## src/rtl/i2c_mbe_pkg.sv

```systemverilog
// shared types and codes for the i2c master byte engine
package i2c_mbe_pkg;

  localparam logic [2:0] REQ_TICK  = 3'd0;
  localparam logic [2:0] REQ_START = 3'd1;
  localparam logic [2:0] REQ_WRITE = 3'd2;
  localparam logic [2:0] REQ_READ  = 3'd3;
  localparam logic [2:0] REQ_STOP  = 3'd4;

  localparam logic [3:0] ACK_SLOT  = 4'd8;

  typedef enum logic [2:0] {
    OP_IDLE  = 3'd0,
    OP_START = 3'd1,
    OP_WRITE = 3'd2,
    OP_READ  = 3'd3,
    OP_STOP  = 3'd4
  } op_t;

  typedef struct packed {
    op_t        op;
    logic       hdr;
    logic [1:0] pre;
    logic [3:0] slot;
    logic [1:0] sub;
    logic [7:0] shift;
    logic [7:0] rx;
    logic       ack;
    logic       scl;
    logic       sda;
    logic       nack;
  } eng_state_t;

  typedef struct packed {
    logic       scl;
    logic       sda;
    logic       busy;
    logic       done;
    logic [7:0] rx;
    logic       ack;
    logic       rej;
  } res_t;

endpackage

```

## src/rtl/i2c_mbe_step.sv

```systemverilog
// next state and result of the engine for one item
module i2c_mbe_step (
  input  i2c_mbe_pkg::eng_state_t cur,
  input  logic [2:0]              req_type,
  input  logic [6:0]              slave_address,
  input  logic                    read_not_write,
  input  logic [7:0]              tx_byte,
  input  logic                    master_nack,
  input  logic                    sda_in,
  output i2c_mbe_pkg::eng_state_t nxt,
  output i2c_mbe_pkg::res_t       res
);

  logic is_cmd;
  logic idle;
  logic fin;
  logic reading;

  always_comb begin
    is_cmd  = (req_type == i2c_mbe_pkg::REQ_START) || (req_type == i2c_mbe_pkg::REQ_WRITE) ||
              (req_type == i2c_mbe_pkg::REQ_READ) || (req_type == i2c_mbe_pkg::REQ_STOP);
    idle    = (cur.op == i2c_mbe_pkg::OP_IDLE);
    reading = (cur.op == i2c_mbe_pkg::OP_READ);
    fin     = 1'b0;
    nxt     = cur;
    res.rej = 1'b0;

    if (is_cmd) begin
      if (!idle) begin
        res.rej = 1'b1;
      end else begin
        nxt.op   = i2c_mbe_pkg::op_t'(req_type);
        nxt.hdr  = (req_type == i2c_mbe_pkg::REQ_START);
        nxt.pre  = 2'd0;
        nxt.slot = 4'd0;
        nxt.sub  = 2'd0;
        case (req_type)
          i2c_mbe_pkg::REQ_START: nxt.shift = {slave_address, read_not_write};
          i2c_mbe_pkg::REQ_WRITE: nxt.shift = tx_byte;
          i2c_mbe_pkg::REQ_READ: begin
            nxt.shift = 8'd0;
            nxt.nack  = master_nack;
          end
          default: ;
        endcase
      end
    end else if (!idle) begin
      if (cur.op == i2c_mbe_pkg::OP_STOP) begin
        case (cur.pre)
          2'd0: nxt.scl = 1'b0;
          2'd1: nxt.sda = 1'b0;
          2'd2: nxt.scl = 1'b1;
          default: begin
            nxt.sda = 1'b1;
            fin     = 1'b1;
          end
        endcase
        nxt.pre = cur.pre + 2'd1;
      end else if (cur.hdr) begin
        // start condition ahead of the address byte
        case (cur.pre)
          2'd0: nxt.sda = 1'b1;
          2'd1: nxt.scl = 1'b1;
          2'd2: nxt.sda = 1'b0;
          default: begin
            nxt.scl = 1'b0;
            nxt.hdr = 1'b0;
          end
        endcase
        nxt.pre = cur.pre + 2'd1;
      end else begin
        if (cur.slot != i2c_mbe_pkg::ACK_SLOT) begin
          case (cur.sub)
            2'd0: nxt.sda = reading ? 1'b1 : cur.shift[7];
            2'd1: begin
              nxt.scl = 1'b1;
              if (reading) nxt.shift = {cur.shift[6:0], sda_in};
            end
            default: begin
              nxt.scl = 1'b0;
              if (!reading) nxt.shift = {cur.shift[6:0], 1'b0};
            end
          endcase
        end else begin
          case (cur.sub)
            2'd0: nxt.sda = reading ? cur.nack : 1'b1;
            2'd1: begin
              nxt.scl = 1'b1;
              if (!reading) nxt.ack = ~sda_in;
            end
            default: begin
              nxt.scl = 1'b0;
              fin     = 1'b1;
              if (reading) nxt.rx = cur.shift;
            end
          endcase
        end
        if (cur.sub == 2'd2) begin
          nxt.sub  = 2'd0;
          nxt.slot = cur.slot + 4'd1;
        end else begin
          nxt.sub = cur.sub + 2'd1;
        end
      end
      if (fin) begin
        nxt.op   = i2c_mbe_pkg::OP_IDLE;
        nxt.pre  = 2'd0;
        nxt.slot = 4'd0;
        nxt.sub  = 2'd0;
      end
    end

    res.scl  = nxt.scl;
    res.sda  = nxt.sda;
    res.busy = (nxt.op != i2c_mbe_pkg::OP_IDLE);
    res.done = fin;
    res.rx   = nxt.rx;
    res.ack  = nxt.ack;
  end

endmodule

```

## src/rtl/i2c_master_byte_engine.sv

```systemverilog
// top level of the i2c master byte engine with output register and skid stage
// usage:
//   the input channel carries one request per item: a tick, or a start, write,
//   read or stop command. a command is taken only while the engine is idle,
//   otherwise it is dropped and its result carries rejected. every tick after a
//   command moves scl or sda by one phase, or samples sda_in with scl high.
//   each input item yields exactly one result item on the output channel with
//   the line levels after that item, busy, done, the last read byte and ack.
//   results are registered in the output register; one item is taken every
//   cycle while in_stall is low, set by the one state register update per item.
//   a start takes 31 ticks, a write or read 27, a stop 4.
//   when the receiver stalls, results wait in the output register and a
//   skid register, so one more item is taken; in_stall rises only once the
//   skid register holds a result.
//   reset (rst_n low, synchronous) returns to idle with scl and sda released,
//   ack and received byte cleared, and empties both result registers.
module i2c_master_byte_engine (
  input  logic       clk,
  input  logic       rst_n,
  input  logic       in_valid,
  output logic       in_stall,
  input  logic [2:0] in_req_type,
  input  logic [6:0] in_slave_address,
  input  logic       in_read_not_write,
  input  logic [7:0] in_tx_byte,
  input  logic       in_master_nack,
  input  logic       in_sda_in,
  output logic       out_valid,
  input  logic       out_stall,
  output logic       out_scl_out,
  output logic       out_sda_out,
  output logic       out_busy_res,
  output logic       out_done_res,
  output logic [7:0] out_rx_byte,
  output logic       out_ack_received,
  output logic       out_rejected
);

  i2c_mbe_pkg::eng_state_t st_r;
  i2c_mbe_pkg::eng_state_t st_nxt;
  i2c_mbe_pkg::res_t       res;
  i2c_mbe_pkg::res_t       out_res_r;
  i2c_mbe_pkg::res_t       skid_res_r;
  logic                    out_valid_r;
  logic                    skid_valid_r;
  logic                    in_acc;
  logic                    out_free;

  i2c_mbe_step u_step (
    .cur            (st_r),
    .req_type       (in_req_type),
    .slave_address  (in_slave_address),
    .read_not_write (in_read_not_write),
    .tx_byte        (in_tx_byte),
    .master_nack    (in_master_nack),
    .sda_in         (in_sda_in),
    .nxt            (st_nxt),
    .res            (res)
  );

  assign in_stall = skid_valid_r;
  assign in_acc   = in_valid && !skid_valid_r;
  assign out_free = !out_valid_r || !out_stall;

  always_ff @(posedge clk) begin
    if (!rst_n) begin
      st_r.op      <= i2c_mbe_pkg::OP_IDLE;
      st_r.hdr     <= 1'b0;
      st_r.pre     <= 2'd0;
      st_r.slot    <= 4'd0;
      st_r.sub     <= 2'd0;
      st_r.shift   <= 8'd0;
      st_r.rx      <= 8'd0;
      st_r.ack     <= 1'b0;
      st_r.scl     <= 1'b1;
      st_r.sda     <= 1'b1;
      st_r.nack    <= 1'b0;
      out_valid_r  <= 1'b0;
      skid_valid_r <= 1'b0;
    end else begin
      if (in_acc) st_r <= st_nxt;
      if (out_free) begin
        if (skid_valid_r) begin
          out_valid_r  <= 1'b1;
          skid_valid_r <= 1'b0;
        end else begin
          out_valid_r <= in_acc;
        end
      end else if (in_acc) begin
        skid_valid_r <= 1'b1;
      end
    end
  end

  always_ff @(posedge clk) begin
    if (out_free) begin
      out_res_r <= skid_valid_r ? skid_res_r : res;
    end
    if (!out_free && in_acc) begin
      skid_res_r <= res;
    end
  end

  assign out_valid        = out_valid_r;
  assign out_scl_out      = out_res_r.scl;
  assign out_sda_out      = out_res_r.sda;
  assign out_busy_res     = out_res_r.busy;
  assign out_done_res     = out_res_r.done;
  assign out_rx_byte      = out_res_r.rx;
  assign out_ack_received = out_res_r.ack;
  assign out_rejected     = out_res_r.rej;

  a_skid_behind_out: assert property (@(posedge clk) disable iff (!rst_n)
    skid_valid_r |-> out_valid_r)
    else $error("skid register full while output register empty");

  a_rej_only_busy: assert property (@(posedge clk) disable iff (!rst_n)
    in_acc && res.rej |-> st_r.op != i2c_mbe_pkg::OP_IDLE)
    else $error("command rejected while idle");

  a_cmd_starts: assert property (@(posedge clk) disable iff (!rst_n)
    in_acc && st_r.op == i2c_mbe_pkg::OP_IDLE &&
    (in_req_type == i2c_mbe_pkg::REQ_START || in_req_type == i2c_mbe_pkg::REQ_WRITE ||
     in_req_type == i2c_mbe_pkg::REQ_READ || in_req_type == i2c_mbe_pkg::REQ_STOP)
    |=> st_r.op != i2c_mbe_pkg::OP_IDLE)
    else $error("accepted command did not leave idle");

  a_sub_range: assert property (@(posedge clk) disable iff (!rst_n)
    st_r.sub != 2'd3 && st_r.slot <= i2c_mbe_pkg::ACK_SLOT)
    else $error("bit slot counters out of range");

  a_done_idle: assert property (@(posedge clk) disable iff (!rst_n)
    in_acc && res.done |=> st_r.op == i2c_mbe_pkg::OP_IDLE)
    else $error("engine still busy after done");

endmodule
```

## config.mk

```make
export PLATFORM = sky130hd
export DESIGN_NAME = i2c_master_byte_engine
export DESIGN_NICKNAME = d
export VERILOG_FILES = /design/src/rtl/i2c_mbe_pkg.sv /design/src/rtl/i2c_mbe_step.sv /design/src/rtl/i2c_master_byte_engine.sv
export SDC_FILE = /design/constraint.sdc
export NUM_CORES = 1
export LEC_CHECK = 0
export ABC_CLOCK_PERIOD_IN_PS = 2950
export BUFFER_PORTS_ARGS = -buffer_cell sky130_fd_sc_hd__buf_2
export CAP_MARGIN = 30
export CORE_ASPECT_RATIO = 1.4
export CORE_MARGIN = 4
export CORE_UTILIZATION = 42
export CTS_CLUSTER_DIAMETER = 60
export DETAILED_ROUTE_END_ITERATION = 10
export HOLD_SLACK_MARGIN = 0.08
export PLACE_DENSITY = 0.72
export SETUP_SLACK_MARGIN = 0.05
export SYNTH_ARGS = -nofsm -noshare
export SYNTH_HDL_FRONTEND = slang
export SYNTH_SLANG_ARGS = --single-unit
```

## constraint.sdc

```tcl
create_clock -name clk -period 2.95 [get_ports clk]
set_clock_uncertainty 0.2 [all_clocks]
set_input_delay 0.4425 -clock clk [delete_from_list [all_inputs] [get_ports clk]]
set_output_delay 0.4425 -clock clk [all_outputs]
set_load 0.02 [all_outputs]
```

### Yosys cells after proc, flatten, opt, wreduce, memory -nomap -nowiden

Cells that the tools add are included.

* register bits: 62
* input bits: 25
* output and inout bits: 16
* word-level logic and storage cells: 129

* $add $sub $neg: 3
* equality and inequality tests: 21
* mux-type cells: 49
* bitwise logic cells: 2
* reduce and logical (&&, ||, !) cells: 27

Operators by type and width (number)
* 2-to-1 mux 8 bit: 6
* 2-to-1 mux 23 bit: 2
* 2-to-1 mux 20 bit: 2
* 2-to-1 mux 31 bit: 1
* case mux 8 bit (3 select lines): 1
* 2-to-1 mux 1 bit: 21
* case mux 8 bit (2 select lines): 1
* 2-to-1 mux 14 bit: 1
* AND reduction 4 bit: 3
* 2-to-1 mux 11 bit: 1
* case mux 1 bit (2 select lines): 5
* AND reduction 10 bit: 1
* equality test 3 x 2 -> 1 bit, second input constant: 3
* 2-to-1 mux 9 bit: 1
* 2-to-1 mux 2 bit: 4
* inequality test 2 x 1 -> 1 bit, second input constant: 4
* inequality test 4 bit, second input constant: 2
* equality test 3 bit, second input constant: 2
* 2-to-1 mux 3 bit: 2
* inequality test 3 x 1 -> 1 bit, second input constant: 2
* inequality test 3 x 2 -> 1 bit, second input constant: 2
* AND reduction 6 bit: 1
* nonzero test 3 bit: 2
* OR reduction 2 bit: 3
* 17 further kinds: 29

### Depth between registers and ports, before layout

Gate-level depths: netlist (run 1).

* depth after elaboration: 13
* depth in mapped cells: 7
* mapped depth without buffers: 7

### Cells and area by module

Synthesis (run 1) repeated with hierarchy kept, for this count alone.

* cell total of the unflattened synthesis: 419
* area total of the unflattened synthesis: 3876.2 um^2

Modules (own cells, without submodules)
* i2c_master_byte_engine: instances 1, cells each 191, area each 2401.1 um^2
* i2c_mbe_step: instances 1, cells each 228, area each 1475.2 um^2

### Worst setup path before layout (run 1)

No wires, ideal clock.

* path kind: input -> register
* start point: input in_req_type[1]
* end point: register out_res_r, in the netlist out_rx_byte[0], data pin
* setup time: 0.260 ns
* data arrival time: 1.756 ns
* path slack: 0.735 ns
* stages: 5
* path buffers: 0
* cell sequence: or3_4 a21oi_4 nand3_4 mux2_4 mux2_2

RTL lines
* from (decl): RTL line i2c_master_byte_engine.sv:22 `input logic [2:0] in_req_type,`
* to (signal assigned): RTL line i2c_master_byte_engine.sv:97 `out_res_r <= skid_valid_r ? skid_res_r : res;`
* to (decl): RTL line i2c_master_byte_engine.sv:42 `i2c_mbe_pkg::res_t out_res_r;`

==> impl_metrics.sql, run 1 <==
INSERT INTO impl_metrics (metric_group, metric, value, unit) VALUES
('timing', 'slew_headroom', '0.504', ''),
('pwr', 'seqPwrFrac', '0.470', ''),
('floorplan', 'floorplan.die.width', '82.9', 'µm'),
('pwr', 'power.static_leakage', '1.52', 'nW'),
('pwr', 'power_density_relative_to_cell_area', '529', 'nW/µm²'),
('grt', 'via_count_of_the_first_global_routing_pass', '2494', ''),
('clock_tree', 'cts.clk_slew.worst_paths', '0.07', 'ns'),
('pwr', 'power.net_switching', '0.519', 'mW'),
('logic_synthesis', 'share_of_flip_flops_with_an_asynchronous_set_or_reset_after_synthesis', '0', ''),
('setup_path', 'worst_setup_path_startpoint', 'st_r[22]$_SDFFE_PN0P_', ''),
('grt', 'grt_first_pass_wirelength', '12.2', 'mm'),
('logic_synthesis', 'yosys.cell_types.count', '63', ''),
('timing', 'drv_slew', '0', ''),
('cells_and_area', 'final_design_area_excluding_fillers', '3820', 'µm²'),
('job', 'max_cap_viol_count', '0', ''),
('pwr', 'p_int', '1.50', 'mW'),
('setup_path', 'crit_family', 'simple AND/OR/NAND/NOR gates', ''),
('timing', 'fin_crit', '2.29', 'ns'),
('grt', 'grtUsageTotal', '0.163', ''),
('cells_and_area', 'post_route_cells_drive_above_1_share', '0.267', ''),
('placement', 'dp_hpwl', '5.38', 'mm'),
('setup_path', 'crit_path_max_fanout', '8', ''),
('timing', 'rsz0062_at_grt', 'false', ''),
('cells_and_area', 'seqCellArea', '1520', 'µm²'),
('logic_synthesis', 'synth_top_flop_cell', 'sky130_fd_sc_hd__dfxtp_1', ''),
('setup_path', 'criticalPathCategory', 'reg -> reg', ''),
('timing', 'min_period_over_period', '0.777', ''),
('timing', 'worst_slew_pin_slew', '0.735', 'ns'),
('setup_path', 'worstPathRequired', '2.85', 'ns'),
('pwr', 'irDropWorstVdd', '0.301', 'mV'),
('timing', 'finalHoldViolations', '0', ''),
('pwr', 'netSwitchingFraction', '0.257', ''),
('setup_path', 'worst-r2r-setup-slack', '0.66', 'ns'),
('routing', 'routed_wire_length_per_instance', '15.8', 'µm'),
('logic_synthesis', 'syn_area', '3300', 'µm²'),
('logic_synthesis', 'avgSynthCellArea', '10.5', 'µm²'),
('placement', 'place_area', '3600', 'µm²'),
('cells_and_area', 'numnets_final', '382', ''),
('timing', 'setup_viol_count_final', '0', ''),
('timing', 'setup_total_negative_slack', '0', 'ns'),
('cells_and_area', 'areaGrowthSynthToFinish', '16.0', '%'),
('timing', 'final.setup.worst_slack', '0.658', 'ns'),
('placement', 'gp_routability_congestion', '0.879', ''),
('cells_and_area', 'final_standard_cell_utilization_of_the_core', '0.497', ''),
('logic_synthesis', 'yosys_warnings', '0', ''),
('cells_and_area', 'fillers', '754', ''),
('clock_tree', 'cts_repair_resize_count', '0', ''),
('pwr', 'p_comb_frac', '0.120', ''),
('run_status', 'run_status', 'finished clean', ''),
('grt', 'antenna_violations_before_repair', '0', ''),
('logic_synthesis', 'ys_seq_elements', '62', ''),
('placement', 'pre_cts_ws', '0.415', 'ns'),
('clock_tree', 'cts_max_level', '3', ''),
('routing', 'vias', '2556', ''),
('pwr', 'total_power', '2.02', 'mW'),
('setup_path', 'largest_stage_delay_on_the_critical_path', '0.40', 'ns'),
('setup_path', 'crit_arrival', '2.19', 'ns'),
('cells_and_area', 'multiInputGateArea', '1660', 'µm²'),
('min_path', 'hold_path_class', 'in -> reg', ''),
('logic_synthesis', 'synth-edff-count', '28', ''),
('clock_tree', 'post-cts-setup-buffer-count', '0', ''),
('floorplan', 'floorplan.initialDensity', '0.428', ''),
('logic_synthesis', 'synthCells', '315', ''),
('routing', 'drt_iter0_drc', '160', ''),
('floorplan', 'die_area', '9350', 'µm²'),
('floorplan', 'io_pins', '41', ''),
('grt', 'grt_overflow', '0', ''),
('logic_synthesis', 'synth.yosys.seq_area_share', '0.461', ''),
('floorplan', 'core_area', '7700', 'µm²'),
('grt', 'grt_max_degree', '37', ''),
('clock_tree', 'clk_latency', '0.35', 'ns');
[worst min-delay path, delay by kind of cell]
kind,cells,cell delay (ns)
compound gates,1,0.05
simple gates,1,0.05
buf+inv,1,0.09
[path summary, 6_finish.rpt]
path,end,cells past startpoint
hold / removal,st_r[0]$_SDFFE_PN0P_,3
setup reg to reg,out_rx_byte[4]$_DFFE_PP_,6
setup / recovery,out_rx_byte[4]$_DFFE_PP_,6
hold reg to reg,st_r[0]$_SDFFE_PN0P_,2
[cells in the mapped netlist (all sizes together) (2+ instances only)]
master | n | area [µm²]
o21ai | 14 | 70.1
a21boi | 6 | 45.0
and3b | 2 | 17.5
nor3 | 5 | 35.0
nand4 | 3 | 33.8
nor2b | 12 | 75.1
nor2 | 11 | 41.3
nand3b | 2 | 15.0
o21a | 3 | 22.5
nand2b | 4 | 25.0
nand2 | 35 | 131
a22o | 2 | 17.5
nand4b | 2 | 17.5
nor4b | 2 | 23.8
o2bb2ai | 8 | 70.1
or3 | 2 | 22.5
nand3 | 9 | 57.6
edfxtp | 28 | 841
a31oi | 3 | 18.8
inv | 9 | 33.8
nor3b | 3 | 22.5
mux2i | 18 | 180
a22oi | 2 | 15.0
dfxtp | 34 | 681
a21oi | 15 | 86.3
o21bai | 2 | 15.0
clkbuf | 15 | 56.3
mux2 | 19 | 244
ha | 3 | 37.5
o22ai | 5 | 31.3
buf | 6 | 30.0
nor4bb | 8 | 80.1
o31ai | 3 | 22.5
[cells in the final DEF, fill, tap and decap left out, types with 3 or more instances in the layout]
master | Yosys | routed
sky130_fd_sc_hd__o21a_1 | 3 | 3
sky130_fd_sc_hd__mux2i_1 | 18 | 18
sky130_fd_sc_hd__nor2b_1 | 12 | 12
sky130_fd_sc_hd__edfxtp_1 | 28 | 28
sky130_fd_sc_hd__mux2_4 | 8 | 8
sky130_fd_sc_hd__o22ai_1 | 5 | 5
sky130_fd_sc_hd__nor2_1 | 11 | 11
sky130_fd_sc_hd__buf_2 | 3 | 40
sky130_fd_sc_hd__o21ai_0 | 10 | 10
sky130_fd_sc_hd__a21oi_1 | 14 | 14
sky130_fd_sc_hd__nand3_1 | 8 | 8
sky130_fd_sc_hd__a21boi_0 | 3 | 3
sky130_fd_sc_hd__inv_1 | 9 | 9
sky130_fd_sc_hd__dfxtp_1 | 34 | 34
sky130_fd_sc_hd__o21ai_1 | 4 | 4
sky130_fd_sc_hd__o2bb2ai_1 | 8 | 8
sky130_fd_sc_hd__nor3_1 | 3 | 3
sky130_fd_sc_hd__buf_4 | 1 | 9
sky130_fd_sc_hd__a31oi_1 | 3 | 3
sky130_fd_sc_hd__nor3b_1 | 3 | 3
sky130_fd_sc_hd__nor4bb_1 | 8 | 8
sky130_fd_sc_hd__o31ai_1 | 3 | 3
sky130_fd_sc_hd__a21boi_1 | 3 | 3
sky130_fd_sc_hd__ha_1 | 3 | 3
sky130_fd_sc_hd__clkbuf_8 | 0 | 9
sky130_fd_sc_hd__nand2b_1 | 4 | 4
sky130_fd_sc_hd__mux2_2 | 11 | 11
sky130_fd_sc_hd__nand2_1 | 35 | 35
[per-layer routing]
metal | up-vias | routed length [µm] | global-route usage | part of all wire
met5 | - | 0 | 0 | 0
li1 | 1261 | - | - | -
met3 | 17 | 275 | 0.0306 | 0.038
met1 | 1219 | 3060 | 0.192 | 0.42
met2 | 59 | 3680 | 0.276 | 0.51
met4 | 0 | 233 | 0.0960 | 0.032
[final cells by class]
cell class,count,share of cell area
clock buffers,9,0.0324
repair buffers,49,0.0700
clock inverters,7,0.0255
well taps,100,0.0327
multi-input cells,223,0.433
inverters,9,0.00883
flip-flops and latches,62,0.398
[flip-flops by register name, indices dropped and copies added, names as in the netlist]
signal            flops
st_r                 32
out_ack_received      1
out_rx_byte           8
out_scl_out           1
out_busy_res          1
out_rejected          1
out_done_res          1
in_stall              1
out_valid             1
skid_res_r           14
out_sda_out           1
[cells by family after synthesis]
| kind of cell | synth area share |
|---|---|
| adder cells (fa/ha/maj) | 0.0114 |
| AO/OA/AOI/OAI | 0.164 |
| buffers and inverters | 0.0364 |
| flip-flops | 0.461 |
| multiplexers | 0.129 |
| AND/OR/NAND/NOR | 0.198 |
[per-stage QoR]
| stage | instances | hold slack, ns |
|---|---|---|
| finish | 459 | 0.136 |
| global route | 459 | 0.156 |
| CTS | 459 | 0.121 |
| detailed placement | 443 | 0.250 |
| global placement | 443 | 0.244 |
| floorplan | 315 | 0.235 |
[power groups by stage]
| stage | Combinational [mW] | Clock [mW] | Sequential [mW] |
|---|---|---|---|
| 4_1_cts | 0.244 | 0.851 | 0.949 |
| 3_5_place_dp | 0.242 | 0 | 0.969 |
| 5_1_grt | 0.266 | 0.886 | 0.953 |
| 3_3_place_gp | 0.238 | 0 | 0.969 |
| 2_1_floorplan | 0.149 | 0 | 0.982 |
| 6_report | 0.242 | 0.830 | 0.950 |
Note: power is estimated with default switching activity, not from simulation.
==> run 2: changes to the inputs <==
--- a/config.mk
+++ b/config.mk
@@ -5,7 +5,7 @@
 export SDC_FILE = /design/constraint.sdc
 export NUM_CORES = 1
 export LEC_CHECK = 0
-export ABC_CLOCK_PERIOD_IN_PS = 2950
+export ABC_CLOCK_PERIOD_IN_PS = 2340
 export BUFFER_PORTS_ARGS = -buffer_cell sky130_fd_sc_hd__buf_2
 export CAP_MARGIN = 30
 export CORE_ASPECT_RATIO = 1.4
==> constraint.sdc (replaced) <==
create_clock -name clk -period 2.34 [get_ports clk]
set_clock_uncertainty 0.2 [all_clocks]
set_input_delay 0.351 -clock clk [delete_from_list [all_inputs] [get_ports clk]]
set_output_delay 0.351 -clock clk [all_outputs]
set_load 0.02 [all_outputs]
==> impl_metrics.sql, run 2 (synthesis gave the netlist of run 1 again) <==
INSERT INTO impl_metrics (metric_group, metric, value, unit) VALUES
('min_path', 'hold_path_class', 'in -> reg', ''),
('grt', 'grt_max_degree', '26', ''),
('cells_and_area', 'regMostFlops', 'st_r', ''),
('cells_and_area', 'final_standard_cell_utilization_of_the_core', '0.513', ''),
('floorplan', 'die_height', '113', 'µm'),
('routing', 'firstDrtPassIters', '4', ''),
('setup_path', 'crit_arrival', '2.06', 'ns'),
('routing', 'drt-vias-per-instance', '5.44', ''),
('cells_and_area', 'numnets_final', '397', ''),
('cells_and_area', 'multiInputGateArea', '1660', 'µm²'),
('placement', 'pre_cts_ws', '-0.00248', 'ns'),
('floorplan', 'die_area', '9350', 'µm²'),
('clock_tree', 'cts.clk_slew.worst_paths', '0.07', 'ns'),
('floorplan', 'io_pins', '41', ''),
('floorplan', 'core.rowCount', '38', ''),
('timing', 'setup_viol_count_final', '0', ''),
('cells_and_area', 'largest_register_ff_count', '32', ''),
('clock_tree', 'cts_max_level', '3', ''),
('timing', 'min_period_over_period', '0.925', ''),
('pwr', 'netSwitchingFraction', '0.251', ''),
('job', 'max_cap_viol_count', '0', ''),
('pwr', 'power_density_relative_to_cell_area', '646', 'nW/µm²'),
('pwr', 'p_comb_frac', '0.129', ''),
('timing', 'finalHoldViolations', '0', ''),
('placement', 'io_buffers', '40', ''),
('cells_and_area', 'areaGrowthSynthToFinish', '19.8', '%'),
('routing', 'totalWireLength', '7.35', 'mm'),
('clock_tree', 'clk_path_buf_depth', '2', ''),
('routing', 'drt_iter0_drc', '183', ''),
('grt', 'grt_overflow', '0', ''),
('floorplan', 'floorplan.die.width', '82.9', 'µm'),
('grt', 'grtUsageTotal', '0.160', ''),
('placement', 'place_area', '3720', 'µm²'),
('placement', 'dpl_cells', '457', ''),
('pwr', 'clockPowerShare', '0.402', ''),
('setup_path', 'worstPathRequired', '2.24', 'ns'),
('routing', 'antenna_left', '0', ''),
('pwr', 'p_int', '1.91', 'mW'),
('timing', 'fmax', '462', 'MHz'),
('setup_path', 'critical_path.endpoint_type', 'flip-flop', ''),
('pwr', 'power.net_switching', '0.640', 'mW'),
('clock_tree', 'clk_latency', '0.35', 'ns'),
('pwr', 'irDropWorstVdd', '0.272', 'mV'),
('cells_and_area', 'fillers', '744', ''),
('clock_tree', 'cts.root.buffer_cell', 'sky130_fd_sc_hd__clkbuf_8', ''),
('clock_tree', 'post-cts-setup-buffer-count', '0', ''),
('timing', 'setup_total_negative_slack', '0', 'ns'),
('setup_path', 'crit_path_max_fanout', '8', ''),
('cells_and_area', 'layout_commonest_cell', 'sky130_fd_sc_hd__buf_2', ''),
('floorplan', 'core_area', '7700', 'µm²'),
('grt', 'via_count_of_the_first_global_routing_pass', '2517', ''),
('clock_tree', 'cts_tree', 'yes', ''),
('clock_tree', 'cts_inserted_buffers', '9', ''),
('grt', 'grt_first_pass_wirelength', '12.0', 'mm'),
('placement', 'gp_routability_congestion', '0.913', ''),
('timing', 'rsz0062_at_grt', 'false', ''),
('cells_and_area', 'seqCellArea', '1520', 'µm²'),
('cells_and_area', 'stdcell_count', '474', ''),
('timing', 'slew_headroom', '0.557', ''),
('timing', 'final.setup.worst_slack', '0.176', 'ns'),
('routing', 'vias', '2579', ''),
('clock_tree', 'num_clock_sinks', '62', ''),
('run_status', 'run_status', 'finished clean', ''),
('routing', 'detail_route.drc_violations', '0', ''),
('timing', 'fin_crit', '2.16', 'ns'),
('timing', 'worst_hold_slack', '0.149', 'ns'),
('pwr', 'seqPwrFrac', '0.469', ''),
('pwr', 'power.static_leakage', '1.60', 'nW'),
('routing', 'routed_wire_length_per_instance', '15.5', 'µm'),
('cells_and_area', 'final_design_area_excluding_fillers', '3950', 'µm²'),
('cells_and_area', 'antenna_cells', '0', ''),
('setup_path', 'worst_setup_path_start_kind', 'flip-flop', ''),
('setup_path', 'criticalPathCategory', 'reg -> reg', ''),
('timing', 'worst_slew_pin_slew', '0.657', 'ns'),
('pwr', 'total_power', '2.55', 'mW'),
('grt', 'antenna_violations_before_repair', '0', ''),
('placement', 'dp_hpwl', '5.57', 'mm'),
('cells_and_area', 'most-common-layout-cells', 'sky130_fd_sc_hd__buf_2 (40), sky130_fd_sc_hd__nand2_1 (35), sky130_fd_sc_hd__dfxtp_1 (34)', ''),
('floorplan', 'floorplan.initialDensity', '0.428', ''),
('cells_and_area', 'post_route_cells_drive_above_1_share', '0.291', ''),
('timing', 'drv_slew', '0', '');
-- run 2: layout make-up --
cell class | count | share of cell area
well taps | 100 | 0.0317
multi-input cells | 223 | 0.420
clock buffers | 10 | 0.0323
clock inverters | 6 | 0.0215
repair buffers | 64 | 0.100
inverters | 9 | 0.00856
flip-flops and latches | 62 | 0.385
-- run 2: routing by layer --
| layer | vias to the layer above | track usage | share of wire |
|---|---|---|---|
| met1 | 1217 | 0.176 | 0.42 |
| met2 | 54 | 0.277 | 0.51 |
| li1 | 1290 | - | - |
| met5 | - | 0 | 0 |
| met3 | 18 | 0.0452 | 0.033 |
| met4 | 0 | 0.0905 | 0.035 |
-- run 2: final timing paths --
check | cells after the start | startpoint | slack (ns) | to
max | 6 | st_r[22]$_SDFFE_PN0P_ | 0.18 | out_rx_byte[2]$_DFFE_PP_
min | 3 | in_valid | 0.15 | in_stall$_SDFFE_PP0P_
max reg2reg | 6 | st_r[22]$_SDFFE_PN0P_ | 0.18 | out_rx_byte[2]$_DFFE_PP_
min reg2reg | 2 | st_r[0]$_SDFFE_PN0P_ | 0.26 | st_r[0]$_SDFFE_PN0P_
-- run 2: worst max-delay path: stages, from the launching register on --
cell                      delay (ns)
sky130_fd_sc_hd__dfxtp_1        0.38
sky130_fd_sc_hd__inv_1          0.08
sky130_fd_sc_hd__ha_1           0.22
sky130_fd_sc_hd__and4b_1        0.25
sky130_fd_sc_hd__nand3_4        0.19
sky130_fd_sc_hd__mux2_4         0.33
sky130_fd_sc_hd__mux2_2         0.26
-- run 2: repair_timing --
item	CTS	global route
hold buffers	1	0
endpoints found under the hold margin	1	0
resized for setup	0	1
endpoints found under the setup margin	0	1
-- run 2: power groups by stage --
stage	combinational (mW)	sequential (mW)	clock, mW
finish	0.329	1.19	1.03
global route	0.357	1.20	1.09
CTS	0.330	1.20	1.05
detailed placement	0.328	1.22	0
global placement	0.324	1.22	0
floorplan	0.188	1.24	0
